--- config.mk ---
export PLATFORM = sky130hd
export DESIGN_NAME = ttp_front
export DESIGN_NICKNAME = d
export VERILOG_FILES = /design/src/ttp_pkg.sv /design/src/ttp_front.sv
export SDC_FILE = /design/constraint.sdc
export NUM_CORES = 1
export LEC_CHECK = 0
export ABC_AREA = 1
export BUFFER_PORTS_ARGS = -buffer_cell sky130_fd_sc_hd__buf_4
export CORE_UTILIZATION = 41
export DETAILED_ROUTE_END_ITERATION = 8
export PLACE_DENSITY = 0.82
export SYNTH_ARGS = -nofsm -noshare
export SYNTH_HDL_FRONTEND = slang
export SYNTH_SLANG_ARGS = --single-unit
export TNS_END_PERCENT = 5
--- constraint.sdc ---
create_clock -name clk -period 0.8 [get_ports clk]
set_input_delay 0 -clock clk [delete_from_list [all_inputs] [get_ports clk]]
set_output_delay 0 -clock clk [all_outputs]
set_load 0.01 [all_outputs]
--- src/ttp_pkg.sv ---
// ----------------------------------------------------------------------------
// ttp_pkg: shared types and constants
// Widths, register codes, segment codes and pipeline latency for the
// trapezoid pressure profile.
// ----------------------------------------------------------------------------
package ttp_pkg;

  localparam int TIME_BITS       = 32;
  localparam int PRESSURE_BITS   = 16;
  localparam int RATIO_FRAC_BITS = 16;
  localparam int CYCLE_BITS      = 16;

  localparam int MAG_BITS  = TIME_BITS - 1;
  localparam int LEN_BITS  = CYCLE_BITS + RATIO_FRAC_BITS;
  localparam int U_BITS    = LEN_BITS + 1;
  localparam int PROD_BITS = PRESSURE_BITS + LEN_BITS;

  localparam int CFG_DATA_A    = (CYCLE_BITS > PRESSURE_BITS) ? CYCLE_BITS : PRESSURE_BITS;
  localparam int CFG_DATA_BITS = (CFG_DATA_A > RATIO_FRAC_BITS) ? CFG_DATA_A : RATIO_FRAC_BITS;
  localparam int CFG_IDX_BITS  = 2;

  // accept edge to the edge at which the result is sampled
  localparam int LAT_CYCLES = MAG_BITS + PRESSURE_BITS + 7;

  localparam logic [CFG_IDX_BITS-1:0] CFG_CYCLE_TIME   = 2'd0;
  localparam logic [CFG_IDX_BITS-1:0] CFG_INHALE_RATIO = 2'd1;
  localparam logic [CFG_IDX_BITS-1:0] CFG_MIN_PRESSURE = 2'd2;
  localparam logic [CFG_IDX_BITS-1:0] CFG_MAX_PRESSURE = 2'd3;

  typedef enum logic [1:0] {
    SEG_RISE,
    SEG_HOLD_HI,
    SEG_FALL,
    SEG_HOLD_LO
  } seg_t;

  typedef struct packed {
    logic [CYCLE_BITS-1:0]      cycle_time;
    logic [RATIO_FRAC_BITS-1:0] inhale_ratio;
    logic [PRESSURE_BITS-1:0]   min_pressure;
    logic [PRESSURE_BITS-1:0]   max_pressure;
  } cfg_t;

  // classified time word: sign and magnitude (~t for negative t)
  typedef struct packed {
    logic                neg;
    logic [MAG_BITS-1:0] mag;
  } item_t;

  typedef struct packed {
    logic full;
    logic empty;
  } q_stat_t;

endpackage

--- src/ttp_front.sv ---
// ----------------------------------------------------------------------------
// ttp_front: input front end
// Registers an accepted time word and splits it into sign and magnitude.
// ----------------------------------------------------------------------------
module ttp_front (
  input  logic                               clk,
  input  logic                               rst_n,
  input  logic                               accept,
  input  logic signed [ttp_pkg::TIME_BITS-1:0] sample_time,
  output logic                               vld,
  output ttp_pkg::item_t                     item
);

  logic           vld_r, vld_nxt;
  ttp_pkg::item_t item_r, item_nxt;

  always_comb begin
    vld_nxt      = accept;
    item_nxt.neg = sample_time[ttp_pkg::TIME_BITS-1];
    // negative: -(t+1) = ~t, which stays in range
    item_nxt.mag = item_nxt.neg ? ~sample_time[ttp_pkg::MAG_BITS-1:0]
                                :  sample_time[ttp_pkg::MAG_BITS-1:0];
  end

  always_ff @(posedge clk) begin
    if (!rst_n) begin
      vld_r <= 1'b0;
    end else begin
      vld_r <= vld_nxt;
    end
    if (accept) begin
      item_r <= item_nxt;
    end
  end

  assign vld  = vld_r;
  assign item = item_r;

endmodule

* Word-level counts from Yosys, hierarchy flattened
Cells that the tools add are included.
** Cells by class
- Add/subtract/negate cells :: 0
- $mul :: 0
- Divide/modulo/power cells :: 0
- Magnitude comparators :: 0
- Eq/ne operators :: 0
- Shifts and indexed selects :: 0
- Muxes and demuxes :: 1
- Bitwise logic cells :: 1
- Reductions and logical operators :: 0
** Operators by type and width (number)
- $mux W31 :: 1
- $not A31 Y31 :: 1
** Storage, ports and cells
- Register bits after elaboration :: 33
- Bits in latches :: 0
- Memory bits (writable) :: 0
- Bits in read-only memories :: 0
- Input port bits :: 35
- Output and inout port bits :: 33
- Word-level logic and storage cells :: 5
- Memories :: 0

* Longest topological paths before layout
- Depth in word-level cells :: 2
- Depth in mapped cells :: 4
- Gate-level depth less buffers :: 3

* Worst setup path before layout
OpenSTA, ideal clock, no wires.
- Path kind :: input port to flip-flop
- Start point :: in sample_time[31] (netlist name)
- End point :: reg item_r (netlist bit item[0]) (data pin)
- Setup time :: 0.252 ns
- Data arrival time :: 0.268 ns
- Data required time :: 0.548 ns
- Setup slack :: 0.280 ns
- Stages :: 4
- Path buffers :: 1
- Cells stage by stage :: inv_2 -> buf_2 -> nand2_1 -> nand2_1
** RTL lines
- from (decl) :: line ttp_front.sv:9 : input logic signed [ttp_pkg::TIME_BITS-1:0] sample_time,
- to (signal assigned) :: line ttp_front.sv:32 : item_r <= item_nxt;
- to (decl) :: line ttp_front.sv:15 : ttp_pkg::item_t item_r, item_nxt;

* Final worst setup path
- Start point :: reg item_r (netlist bit item[29])
- End point :: out item[29] (netlist name)
** RTL lines
- to (decl) :: line ttp_front.sv:11 : output ttp_pkg::item_t item
No word-level cell between the ends.

==> impl_metrics.csv <==
group,metric,value,unit
placement,dpl-instance-area,2030,µm²
floorplan,rows,21,
sta,setup_viol,32,
drt,drc,0,
synthesis,synth_cell_types,6,
layout,syn_to_final_growth,68.5,%
critical_path,required,800,ps
cts,clock-sinks,33,
synthesis,synthXorXnorAreaFrac,0,%
critical_path,criticalPathCategory,"flip-flop to primary output",
floorplan,pin_count,68,
power_and_ir_drop,switchingPower,972,µW
synthesis,yosysTopAreaCell,"edfxtp_1",
drt,drtAntennaViolNets,0,
synthesis,synth_nets,201,
layout,num-nets-final,303,
placement,dp_hpwl,1.92,mm
synthesis,synth_top_family_by_area,"simple AND/OR/NAND/NOR gates",
sta,min_period,885,ps
critical_path,end_kind,"primary output",
critical_path,worstSetupStartpointType,"flip-flop",
layout,post-route-util,73.4,%
power_and_ir_drop,ir_drop,0.868,mV
layout,num_antenna_cells,0,
power_and_ir_drop,power_leakage,1.30,nW
drt,vias_per_cell,4.23,
critical_path,crit_family,"flip-flops",
synthesis,synth-edff-count,32,
floorplan,start_util,43.6,%
synthesis,yosysMostFrequentCell,"nand2_1",
synthesis,async_flop_share,0,%
sta,setup_ws,-84.8,ps
placement,port_buffers,67,
grt,grt_overflow,0,
sta,rsz0062_at_grt,"true",
power_and_ir_drop,combPwrFrac,22.8,%
status,violations,"setup timing",
sta,worstMarginPinSlew,509,ps
status,status,"complete, but fails checks",
power_and_ir_drop,pwr-share-seq,54.8,%
power_and_ir_drop,power,3.91,mW
sta,clock.fmax,1.13,GHz
cts,cts_tree,"yes",
grt,grt_pass1_vias,1276,
grt,grt_max_degree,34,
floorplan,die_x,62.2,µm
critical_path,crit_buf_inv,1,
cts,clk_pin_slew,100,ps
critical_path,crit_chain,"buf_6",
synthesis,synth_cells,166,
cts,post_cts_buffers,0,
critical_path,slowest_delay,420,ps
drt,num_vias,1334,
synthesis,ys_seq_area_share,65.9,%
grt,antenna_found_initial,0,
synthesis,synth_common_cells,"nand2_1, edfxtp_1, inv_1",
synthesis,synth-warning-count,0,
drt,totalWireLength,3.29,mm
hold_path,holdPathEnd,"vld$_SDFF_PN0_",
power_and_ir_drop,clockPowerShare,22.5,%
drt,drtIter0Drc,38,
critical_path,cp_max_fo,1,
synthesis,syn_avg_cell_area,8.96,µm²
power_and_ir_drop,pwr_density_cell,1560,nW/µm²
synthesis,ys.flop_type,"edfxtp_1",
synthesis,yosys.area_share.simple,23.7,%
cts,clk_path_buf_depth,2,
synthesis,yosys.area_share.adder,0,%
grt,track_usage,18.5,%
sta,timing.final.crit_share,111,%
job,max-cap-violations,0,
floorplan,dieHeight,62.2,µm
layout,drive_above_1_share,28.6,%
synthesis,synth_area_leaders,"edfxtp_1, nand2_1, inv_1, buf_2, dfxtp_1",
layout,final_area,2510,µm²
placement,pre_cts_ws,-30.5,ps
cts,htree_levels,2,
hold_path,hold_start,"accept",
floorplan,dieArea,3870,µm²
sta,hold_viol_final,0,
sta,final_max_slew_viol_count,0,
cts,cts_made_buffers,5,
drt,dr.pass1.iters,4,
synthesis,synth_area,1490,µm²
synthesis,synth_top_area_share,64.6,%
critical_path,slowest_stage,"edfxtp_1",
critical_path,critPathArrivalTime,880,ps
synthesis,yosys_register_bits,33,
floorplan,coreArea,3420,µm²
power_and_ir_drop,intPower,2.94,mW
placement,gp_congestion,0.647,
synthesis,synth_compound_area_share,0,%
drt,wl_per_cell,10.4,µm
hold_path,holdPathStages,3,
grt,grt_pass1_wl,5.38,mm
hold_path,hold_class,"input pin to flip-flop",
power_and_ir_drop,power_switching_share,24.8,%
synthesis,synthMuxAreaShare,0,%
cts,cts-root-buf,"clkbuf_4",
sta,max_slew_margin,66.0,%
[flip-flops by register name, summed over array words and instances, names as in the netlist]
signal  count
item       32
vld         1
[power groups by stage]
stage | clock network (mW) | logic (mW) | registers, mW
global placement | 0 | 0.671 | 2.15
finish | 0.879 | 0.891 | 2.14
detailed placement | 0 | 0.689 | 2.16
CTS | 0.902 | 0.846 | 2.13
global route | 0.992 | 0.968 | 2.16
floorplan | 0 | 0.174 | 2.24
[through the flow]
stage | hold WS, ps | setup TNS [ps] | instances
after global placement | 179 | 0 | 275
after floorplan | 93.5 | 0 | 166
after detailed placement | 188 | -290 | 275
final | 94.5 | -1560 | 315
after global routing | 107 | -3370 | 315
after CTS | 89.4 | -2020 | 315
[kinds of logic after synthesis]
logic type,after synthesis
buf+inv,39
flops,33
simple gates,94
[tightest hold or removal path, stage by stage]
cell and delay (ps):
buf_4 240, nand2_1 100, inv_1 30
[layer usage]
layer | vias to the layer above | track usage [%] | routed length (µm)
met2 | 46 | 35.2 | 1820
met1 | 591 | 17.9 | 1250
li1 | 695 | - | -
met4 | 0 | 6.10 | 14
met5 | - | 0 | 0
met3 | 2 | 7.17 | 200
[worst max path at each step]
stage,start,to,slack (ps),cells after the start
finish,item[29]$_DFFE_PP_,item[29],-80,1
global route,item[23]$_DFFE_PP_,item[23],-130,1
CTS,item[17]$_DFFE_PP_,item[17],-100,1
detailed placement,sample_time[31],item[21]$_DFFE_PP_,-30,4
global placement,sample_time[31],item[12]$_DFFE_PP_,0.2,4
floorplan,sample_time[31],item[0]$_DFFE_PP_,280,4
[timing repair]
item                                   in CTS  in global routing
gates resized for setup                    11                 16
setup endpoints to repair                  32                 33
endpoints found under the hold margin      32                  0
pin swaps                                   0                  0
hold buffers                               32                  0
[cell type report]
type / count / area [µm²]
clock inverter: 2 / 10.0
clock buffer: 6 / 41.3
sequential: 33 / 981
inverter: 33 / 124
timing repair buffer: 101 / 940
fill: 237 / 910
multi-input combinational: 94 / 353
tap: 46 / 57.6
[placed cells by master (no fill, tap or decap), drive strengths merged]
cell / instances
clkbuf: 6
edfxtp: 32
clkinv: 2
nand2: 94
dfxtp: 1
inv: 33
buf: 69
dlygate4sd3: 32
No activity file was read; power rests on OpenSTA's default activity.
