**src/ttp_pkg.sv**
```systemverilog
// ----------------------------------------------------------------------------
// ttp_pkg: shared types and constants
// Widths, register codes, segment codes and pipeline latency for the
// trapezoid pressure profile.
// ----------------------------------------------------------------------------
package ttp_pkg;

  localparam int TIME_BITS       = 32;
  localparam int PRESSURE_BITS   = 16;
  localparam int RATIO_FRAC_BITS = 16;
  localparam int CYCLE_BITS      = 16;

  localparam int MAG_BITS  = TIME_BITS - 1;
  localparam int LEN_BITS  = CYCLE_BITS + RATIO_FRAC_BITS;
  localparam int U_BITS    = LEN_BITS + 1;
  localparam int PROD_BITS = PRESSURE_BITS + LEN_BITS;

  localparam int CFG_DATA_A    = (CYCLE_BITS > PRESSURE_BITS) ? CYCLE_BITS : PRESSURE_BITS;
  localparam int CFG_DATA_BITS = (CFG_DATA_A > RATIO_FRAC_BITS) ? CFG_DATA_A : RATIO_FRAC_BITS;
  localparam int CFG_IDX_BITS  = 2;

  // accept edge to the edge at which the result is sampled
  localparam int LAT_CYCLES = MAG_BITS + PRESSURE_BITS + 7;

  localparam logic [CFG_IDX_BITS-1:0] CFG_CYCLE_TIME   = 2'd0;
  localparam logic [CFG_IDX_BITS-1:0] CFG_INHALE_RATIO = 2'd1;
  localparam logic [CFG_IDX_BITS-1:0] CFG_MIN_PRESSURE = 2'd2;
  localparam logic [CFG_IDX_BITS-1:0] CFG_MAX_PRESSURE = 2'd3;

  typedef enum logic [1:0] {
    SEG_RISE,
    SEG_HOLD_HI,
    SEG_FALL,
    SEG_HOLD_LO
  } seg_t;

  typedef struct packed {
    logic [CYCLE_BITS-1:0]      cycle_time;
    logic [RATIO_FRAC_BITS-1:0] inhale_ratio;
    logic [PRESSURE_BITS-1:0]   min_pressure;
    logic [PRESSURE_BITS-1:0]   max_pressure;
  } cfg_t;

  // classified time word: sign and magnitude (~t for negative t)
  typedef struct packed {
    logic                neg;
    logic [MAG_BITS-1:0] mag;
  } item_t;

  typedef struct packed {
    logic full;
    logic empty;
  } q_stat_t;

endpackage

```
**src/ttp_queue.sv**
```systemverilog
// ----------------------------------------------------------------------------
// ttp_queue: two-word queue between front and back
// Small FIFO; the back end pops whenever a word is present.
// ----------------------------------------------------------------------------
module ttp_queue (
  input  logic             clk,
  input  logic             rst_n,
  input  logic             push,
  input  ttp_pkg::item_t   push_item,
  input  logic             pop,
  output ttp_pkg::item_t   pop_item,
  output ttp_pkg::q_stat_t stat
);

  ttp_pkg::item_t mem [0:1];
  logic       wr_ptr_r, wr_ptr_nxt;
  logic       rd_ptr_r, rd_ptr_nxt;
  logic [1:0] cnt_r, cnt_nxt;
  logic       do_push, do_pop;

  always_comb begin
    do_push    = push && (cnt_r != 2'd2);
    do_pop     = pop && (cnt_r != 2'd0);
    wr_ptr_nxt = wr_ptr_r ^ do_push;
    rd_ptr_nxt = rd_ptr_r ^ do_pop;
    cnt_nxt    = cnt_r + {1'b0, do_push} - {1'b0, do_pop};
  end

  always_ff @(posedge clk) begin
    if (!rst_n) begin
      wr_ptr_r <= 1'b0;
      rd_ptr_r <= 1'b0;
      cnt_r    <= 2'd0;
    end else begin
      wr_ptr_r <= wr_ptr_nxt;
      rd_ptr_r <= rd_ptr_nxt;
      cnt_r    <= cnt_nxt;
    end
    if (do_push) begin
      mem[wr_ptr_r] <= push_item;
    end
  end

  assign pop_item   = mem[rd_ptr_r];
  assign stat.full  = (cnt_r == 2'd2);
  assign stat.empty = (cnt_r == 2'd0);

endmodule

```
**config.mk**
```make
export PLATFORM = sky130hd
export DESIGN_NAME = ttp_queue
export DESIGN_NICKNAME = d
export VERILOG_FILES = /design/src/ttp_pkg.sv /design/src/ttp_queue.sv
export SDC_FILE = /design/constraint.sdc
export NUM_CORES = 1
export LEC_CHECK = 0
export ABC_AREA = 0
export BUFFER_PORTS_ARGS = -buffer_cell sky130_fd_sc_hd__buf_4
export CAP_MARGIN = 20
export CORE_MARGIN = 3
export CORE_UTILIZATION = 37
export CTS_CLUSTER_SIZE = 20
export DETAILED_ROUTE_END_ITERATION = 7
export HOLD_SLACK_MARGIN = 0.15
export SLEW_MARGIN = 20
export SYNTH_ARGS = -nofsm -noshare
export SYNTH_HDL_FRONTEND = slang
export SYNTH_SLANG_ARGS = --single-unit
```
**constraint.sdc**
```tcl
create_clock -name clk -period 2.7 [get_ports clk]
set_clock_uncertainty 0.15 [all_clocks]
set_input_delay 0.54 -clock clk [delete_from_list [all_inputs] [get_ports clk]]
set_output_delay 0.54 -clock clk [all_outputs]
set_load 0.05 [all_outputs]
```
# Word level (Yosys, flattened, before mapping)
# Memory sizes are Yosys's and may differ from the RTL's. A register that Yosys moved wholly into a read port is not among the register bits.
# Cells that the tools add are included.
# totals
reg_bits	4
ram_bits	64
out_inout_bits	34
elab_cells	17
mem_count	1
# memory_table
memory	words	width	rd	rd_clocked_by_memory_dff	wr	line	rtl
mem	2	32	1	1	1	ttp_queue.sv:15	ttp_pkg::item_t mem [0:1];
# classes
n_addsub	2
eq_ne	2
n_mux	3
n_bitwise	2
reduce_logical	4
# ops
cell	count
1-bit 2-to-1 mux	3
2-bit by 1-bit adder with 2-bit output	1
2-bit equality test, second input constant	1
1-bit logical AND	2
2-bit logical NOT	1
2-bit inequality test, second input constant	1
2-bit nonzero test	1
2-bit by 1-bit subtractor with 2-bit output	1
1-bit XOR	2

# Longest topological paths before layout
# Gate-level depths: netlist of run 1.
# logic_depth
depth_word	4
mapped_depth	7

# Least setup slack after synthesis of run 1
# No wires, ideal clock.
# synth_path
kind	input-to-reg
startpoint	in push
endpoint	mem mem[1][0] (netlist bit) (enable)
setup_ns	0.392
arrival_ns	1.505
t_required_ns	2.158
setup_slack_ns	0.653
cell_stages	2
path_cell_list	and2_1 ha_1
# synth_via
elab_chain_cells	3
# synth_rtl
element	line	rtl
start, declared	ttp_queue.sv:8	input logic push,
1-bit logical AND	ttp_queue.sv:22	do_push = push && (cnt_r != 2'd2);
1-bit 2-to-1 mux	ttp_queue.sv:39	if (do_push) begin
1-bit 2-to-1 mux (not written as such)	ttp_queue.sv:40	mem[wr_ptr_r] <= push_item;
end, declared	ttp_queue.sv:15	
# No other way between the ends.

==> run metrics, run 1 <==
Net Switching=1.28 mW; placed cell area=0.00326 mm²; power per cell area=1050 mW/mm²; Flop pwr share=39.4%; Period minus WS final=2.42 ns; Worst EP arrival=1.73 ns; Worst slew margin=70.7%; Worst Path Required=2.01 ns; CTS tree=done; total number of vias=1351; Syn Inst Count=125; row count=30; final worst slack=0.282 ns; die width=90.1 µm; Static Leak=1.33 nW; gp weighted congestion=0.671; nets@finish=246; Ports=70; Hold Crit Class=in -> reg; initial antenna violation count=0; Placeable Area=0.00683 mm²; post-synth top area cell=edfxtp_1; Hold Slack=0.237 ns; Final Max Slew Viols=0; largest net degree at the start of global routing=18; R2R Setup Slk=1.02 ns; Fin. Hold Viols=0; hold buffer count at cts=0; switching portion of total power=35.2%; total track usage=11.6%; Syn-to-layout area delta=33.1%; chip height=90.1 µm; die area=0.00811 mm²; Max FO, Critical Path=17; DRC Markers=0; clock share of power=24.7%; routed length per instance=14.9 µm; clock sink count=69; pre-CTS setup slack=0.619 ns; Max Cap Violations=0; port bufs=69; clock root buffer=clkbuf_8; ANT cells=0; crit start category=flop; status=completed; number of CTS-inserted buffers=9; drt initial violations=54; Vias/cell=4.40; Post-CTS Resized=0; DR pass1 iterations=4; Yosys Warn Count=0; setup TNS=0 ns; worst slew pin tran=0.440 ns; crit share post-route=89.5%; synthesized cell area=0.00261 mm²; Netlist cell types=17; total power=3.64 mW; Worst VDD drop=0.547 mV; insertion delay of the later-clocked pin in the worst-skew pair=0.33 ns; post-route cell area=0.00348 mm²; vias in the first global route=1366; Logic pwr share=35.9%; synthesis-stage register bit count=69; worst setup path class=reg -> out; layout cells sized above 1=58.3%; Post-DP HPWL=3250 µm; Max Root-Sink Buffers=2; fmax=414 MHz; clock-pin slew on the worst setup and hold paths=0.07 ns; Post CTS Setup Buffer Count=0; grt ovf=0; CP endpoint kind=output pin; WL final=4560 µm; synthesized net count=165; synth top area cells=edfxtp_1 74%, mux2_2 11%, dfxtp_1 3.8%; first-pass GRT wire length=6930 µm; sequential area share after synthesis=77.4%; RSZ-0062 raised after global routing=false; ANT nets after route=0; Final Setup Violations=0; post-synth top area share=73.5%; Pint=2.36 mW; Clock H-tree levels=3; initial core utilization=38.3%; syn_area_per_cell=20.9 µm²
-- registers in the layout, summed over array words and instances (netlist names), named ones only --
register  count
cnt_r         2
mem          64
rd_ptr_r      1
wr_ptr_r      1
-- layout make-up --
type / count / area (µm²)
clock inverters: 7 / 96.3
repair buffers: 74 / 568
clock buffers: 9 / 124
multi-input cells: 49 / 536
fillers: 588 / 3350
inverters: 3 / 11.3
well taps: 96 / 120
flip-flops and latches: 69 / 2020
-- cell usage after synthesis (all sizes together) --
cell / n
edfxtp: 64
mux2: 32
dfxtp: 5
buf: 4
ha: 4
inv: 3
and2: 2
mux2i: 2
nand2: 2
nor2b: 2
nand2b: 1
nor2: 1
o21a: 1
or2b: 1
xnor3: 1
-- cell usage in the layout (no fill, tap or decap), types with 2 or more instances in the layout --
| cell | Yosys | routed |
|---|---|---|
| buf_4 | 0 | 73 |
| edfxtp_1 | 64 | 64 |
| mux2_2 | 26 | 26 |
| clkbuf_8 | 0 | 9 |
| mux2_4 | 6 | 6 |
| ha_1 | 4 | 4 |
| dfxtp_1 | 5 | 4 |
| inv_1 | 3 | 3 |
| and2_1 | 2 | 2 |
| nand2_1 | 2 | 2 |
| mux2i_1 | 2 | 2 |
| clkinvlp_4 | 0 | 2 |
| inv_6 | 0 | 2 |
| bufinv_16 | 0 | 2 |
-- through the flow --
step / util [%] / cells
after floorplan: - / 125
after global placement: 47.7 / 291
after detailed placement: 47.7 / 291
after CTS: 50.9 / 307
after global routing: 50.9 / 307
final: 50.9 / 307
-- cell families after synthesis --
logic type	synth area share, %
xor+xnor	0.862
simple gates	2.01
fa+ha+maj	1.91
mux	15.4
buf+inv	2.15
compound gates	0.287
flops	77.4
-- worst paths after layout --
path	to	depth (start not counted)	startpoint
min	mem[1][2]	1	push_item[2]
min reg2reg	flop	2	rd_ptr_r
max reg2reg	cnt_r[1]	7	cnt_r[1]
max	pop_item[24]	3	flop
-- power groups by stage --
stage / clock [mW] / combinational, mW / sequential, mW
2_1_floorplan: 0 / 0.990 / 1.42
3_3_place_gp: 0 / 1.30 / 1.44
3_5_place_dp: 0 / 1.32 / 1.46
4_1_cts: 0.933 / 1.33 / 1.44
5_1_grt: 0.982 / 1.37 / 1.45
6_report: 0.897 / 1.31 / 1.43
-- layer usage --
layer / up-vias / GRT usage, % / part of all wire (%)
li1: 641 / - / -
met1: 650 / 14.0 / 42
met2: 56 / 18.0 / 50
met3: 4 / 4.60 / 6.9
met4: 0 / 5.74 / 0.85
met5: - / 0 / 0
-- worst max-delay path, stage by stage (launching register included) --
cell and delay [ns]:
dfxtp_2 0.61, buf_12 0.23, mux2_2 0.36, buf_4 0.19
No activity file was read; power rests on OpenSTA's default activity.
==> inputs of run 2 (changes only) <==
- CAP_MARGIN: 20 -> 30
- CORE_ASPECT_RATIO: default -> 1.2
==> run metrics, run 2 (same netlist as run 1, synthesis figures left out) <==
status=completed; placed cell area=0.00324 mm²; final worst slack=0.366 ns; R2R Setup Slk=1.00 ns; R2R Path Start=cnt_r[1]; pre-CTS setup slack=0.698 ns; power per cell area=1000 mW/mm²; chip height=98.1 µm; reg2reg path depth=7; Max Cap Violations=0; Ports=70; Largest regs=mem x64, cnt_r x2; number of CTS-inserted buffers=9; CP endpoint kind=output pin; Max FO, Critical Path=20; Final Max Slew Viols=0; Worst slew margin=77.5%; Seq. cell area=0.00202 mm²; layout cells sized above 1=57.8%; Logic pwr share=38.2%; switching portion of total power=36.9%; worst setup path class=reg -> out; clock sink count=69; Worst VDD drop=0.514 mV; gp weighted congestion=0.599; DR pass1 iterations=4; vias in the first global route=1495; Vias/cell=4.47; Fin. Hold Viols=0; Worst EP arrival=1.64 ns; CTS tree=done; DRC Markers=0; Pint=2.16 mW; CP endpoint=pop_item[18]; setup TNS=0 ns; clock root buffer=clkbuf_8; crit share post-route=86.4%; hold buffer count at cts=0; Syn-to-layout area delta=30.5%; number of flip-flops in the largest register=64; post-layout util=51.3%; largest net degree at the start of global routing=21; first-pass GRT wire length=7040 µm; Static Leak=1.30 nW; Hold Slack=0.239 ns; crit start category=flop; die area=0.00811 mm²; Post-CTS Resized=0; post-route cell area=0.00341 mm²; Period minus WS final=2.33 ns; die width=82.7 µm; Clock H-tree levels=3; ANT nets after route=0; Net Switching=1.26 mW; ANT cells=0; row count=32; area of the multi-input gates=536 µm²; clock share of power=20.2%; Final Setup Violations=0; Worst Path Required=2.01 ns; Post-DP HPWL=3270 µm; total track usage=12.1%; initial core utilization=39.3%; fmax=428 MHz; port bufs=69; total number of vias=1323; commonest non-fill, non-tap cell in the layout=buf_4; RSZ-0062 raised after global routing=false; worst slew pin tran=0.337 ns; insertion delay of the later-clocked pin in the worst-skew pair=0.33 ns; Flop pwr share=41.6%; Placeable Area=0.00665 mm²; WL final=4470 µm; nets@finish=246; most frequent cells in the layout=73 x buf_4, 64 x edfxtp_1, 26 x mux2_2, 9 x clkbuf_8, 6 x mux2_4; cells along the critical path=buf_12 -> mux2_2 -> buf_4; drt initial violations=65; clock-pin slew on the worst setup and hold paths=0.07 ns; initial antenna violation count=0; reg2reg end=cnt_r[1]; Worst path slowest cell=dfxtp_2; Reg with most FFs=mem; grt ovf=0; hold wc startpoint=push_item[6]; Max Root-Sink Buffers=2; critical path's largest stage delay=0.54 ns; Post CTS Setup Buffer Count=0; Hold Crit Class=in -> reg; Filler Cell Count=600; routed length per instance=15.1 µm
-- run 2: stage by stage --
step	power, mW	instances
3_5_place_dp	2.78	280
5_1_grt	3.58	296
6_report	3.42	296
3_3_place_gp	2.75	280
2_1_floorplan	2.41	125
4_1_cts	3.48	296
-- run 2: worst min-delay path by stage --
stage	to	slack, ns	cells after the start
final	mem[0][6]	0.24	1
after global routing	mem[1][25]	0.22	1
after CTS	mem[1][6]	0.22	1
after detailed placement	rd_ptr_r	0.32	2
after global placement	rd_ptr_r	0.31	2
after floorplan	flop	0.30	2
-- run 2: cell type report --
| type | instances | share of cell area [%] |
|---|---|---|
| Clock buffer | 9 | 3.63 |
| Timing Repair Buffer | 74 | 16.7 |
| Multi-Input combinational cell | 49 | 15.7 |
| Clock inverter | 7 | 1.25 |
| Sequential cell | 69 | 59.3 |
| Inverter | 3 | 0.330 |
| Tap cell | 85 | 3.12 |
-- run 2: power by group through the flow --
stage | sequential (mW) | combinational [mW] | clock [mW]
4_1_cts | 1.43 | 1.33 | 0.716
3_3_place_gp | 1.44 | 1.31 | 0
6_report | 1.42 | 1.31 | 0.690
2_1_floorplan | 1.42 | 0.990 | 0
3_5_place_dp | 1.45 | 1.33 | 0
5_1_grt | 1.44 | 1.38 | 0.763
-- run 2: critical path: cells and delay by family (launching register included) --
family / cells / cell delay, ns
buffers and inverters: 2 / 0.41
DFF: 1 / 0.54
muxes: 1 / 0.36
-- run 2: routing by layer --
layer,routed length (µm),track usage (%),part of all wire [%],vias up
li1,-,-,-,639
met1,1490,11.7,33,647
met2,2710,22.1,61,32
met3,204,3.69,4.6,5
met4,68,6.42,1.5,0
met5,0,0,0,-
==> inputs of run 3 (changes only) <==
- GPL_TIMING_DRIVEN: default -> 0
==> run metrics, run 3 (same netlist as run 1, synthesis figures left out) <==
row count=32; routed length on met2=2570 µm; initial antenna violation count=0; Vias/cell=4.49; placed cell area=0.00330 mm²; Max FO, Critical Path=10; routed wl met3=203 µm; vias in the first global route=1453; WL final=4410 µm; number of CTS-inserted buffers=9; Clock H-tree levels=3; Worst slew margin=67.8%; initial core utilization=39.3%; Period minus WS final=2.17 ns; ANT nets after route=0; most frequent cells in the layout=69 x buf_4, 64 x edfxtp_1, 26 x mux2_2, 9 x clkbuf_8, 6 x mux2_4; Worst path slowest cell=mux2_2; hold buffer count at cts=0; nets@finish=247; Post-DP HPWL=3260 µm; worst setup path class=reg -> out; clock-pin slew on the worst setup and hold paths=0.07 ns; Static Leak=1.35 nW; cells along the critical path=buf_6 -> buf_6 -> mux2_2 -> buf_4; Fin. Hold Viols=0; DRC Markers=0; insertion delay of the later-clocked pin in the worst-skew pair=0.32 ns; Max Root-Sink Buffers=2; number of flip-flops in the largest register=64; worst slew pin tran=0.483 ns; Placeable Area=0.00665 mm²; Largest regs=mem x64, cnt_r x2; crit start category=flop; commonest non-fill, non-tap cell in the layout=buf_4; Syn-to-layout area delta=34.8%; crit share post-route=80.4%; drt initial violations=52; total track usage=11.7%; status=completed; fmax=460 MHz; layout cells sized above 1=59.4%; setup TNS=0 ns; Worst VDD drop=0.629 mV; first-pass GRT wire length=6810 µm; Worst EP arrival=1.48 ns; largest net degree at the start of global routing=18; Max Cap Violations=0; DRT met1 WL=1580 µm; total number of vias=1333; RSZ-0062 raised after global routing=false; most common cell type on the critical path=buf_6; Max Used Layer=met4; clock root buffer=clkbuf_8; port bufs=69; Reg with most FFs=mem; Final Max Slew Viols=0; critical path's largest stage delay=0.36 ns; gp weighted congestion=0.604; Final Setup Violations=0; post-route cell area=0.00352 mm²; Post-CTS Resized=0; clock sink count=69; die area=0.00811 mm²; Post CTS Setup Buffer Count=0; CTS tree=done; Hold Crit Class=in -> reg; chip height=98.1 µm; grt ovf=0; CP endpoint kind=output pin; Ports=70; Worst Path Required=2.01 ns; DR pass1 iterations=4; power per cell area=1040 mW/mm²; die width=82.7 µm; routed length per instance=14.8 µm; ANT cells=0
run 3: cell count changes in the layout (fill, tap and decap cells not counted):
cell and change:
clkinv_2 -1, buf_4 -4, clkinv_4 +2, buf_12 -1, dfxtp_2 -1, ha_2 +2
bufinv_16 +2, clkinv_1 -2, dfxtp_1 +1, buf_16 +2, buf_6 +4, ha_1 -2
clkinvlp_4 -1
run 3: area by class of cell:
class                   instances  area [µm²]
fillers                       565        3120
flip-flops and latches         69        2020
repair buffers                 71         573
multi-input cells              49         541
clock buffers                   9         124
well taps                      85         106
clock inverters                 7         100
plain buffers                   4        45.0
inverters                       3        11.3
run 3: critical path, delay by kind of cell, from the launching register on:
kind | cells | cell delay [ns]
buf+inv | 3 | 0.47
mux | 1 | 0.36
flops | 1 | 0.33
run 3: per-stage QoR:
step / setup WS, ns / instances / total power, mW / hold slack (ns) / util [%]
after floorplan: 0.653 / 125 / 2.41 / 0.302 / -
after global placement: 0.190 / 279 / 2.75 / 0.309 / 48.7
after detailed placement: 0.727 / 281 / 2.82 / 0.330 / 49.6
after CTS: 0.495 / 297 / 3.73 / 0.223 / 53.0
after global routing: 0.469 / 297 / 3.85 / 0.210 / 53.0
final: 0.528 / 297 / 3.67 / 0.242 / 53.0
run 3: final timing paths:
check             cells past startpoint            to  slack, ns          from
setup / recovery                      4  pop_item[24]       0.53          flop
hold / removal                        1     mem[0][1]       0.24  push_item[1]
setup reg to reg                      4     mem[0][3]       0.86      cnt_r[0]
hold reg to reg                       2      rd_ptr_r       0.34      rd_ptr_r
run 3: metal layers:
metal  track usage, %  vias up
met1             11.9      647
met3             3.32        6
met5                0        -
met4             6.42        0
li1                 -      647
met2             20.9       33
run 3: where the power goes:
group / internal [mW] / total [mW] / switching, mW
Sequential: 1.36 / 1.40 / 0.0440
Combinational: 0.518 / 1.38 / 0.858
Clock: 0.522 / 0.895 / 0.373
Total: 2.40 / 3.67 / 1.27
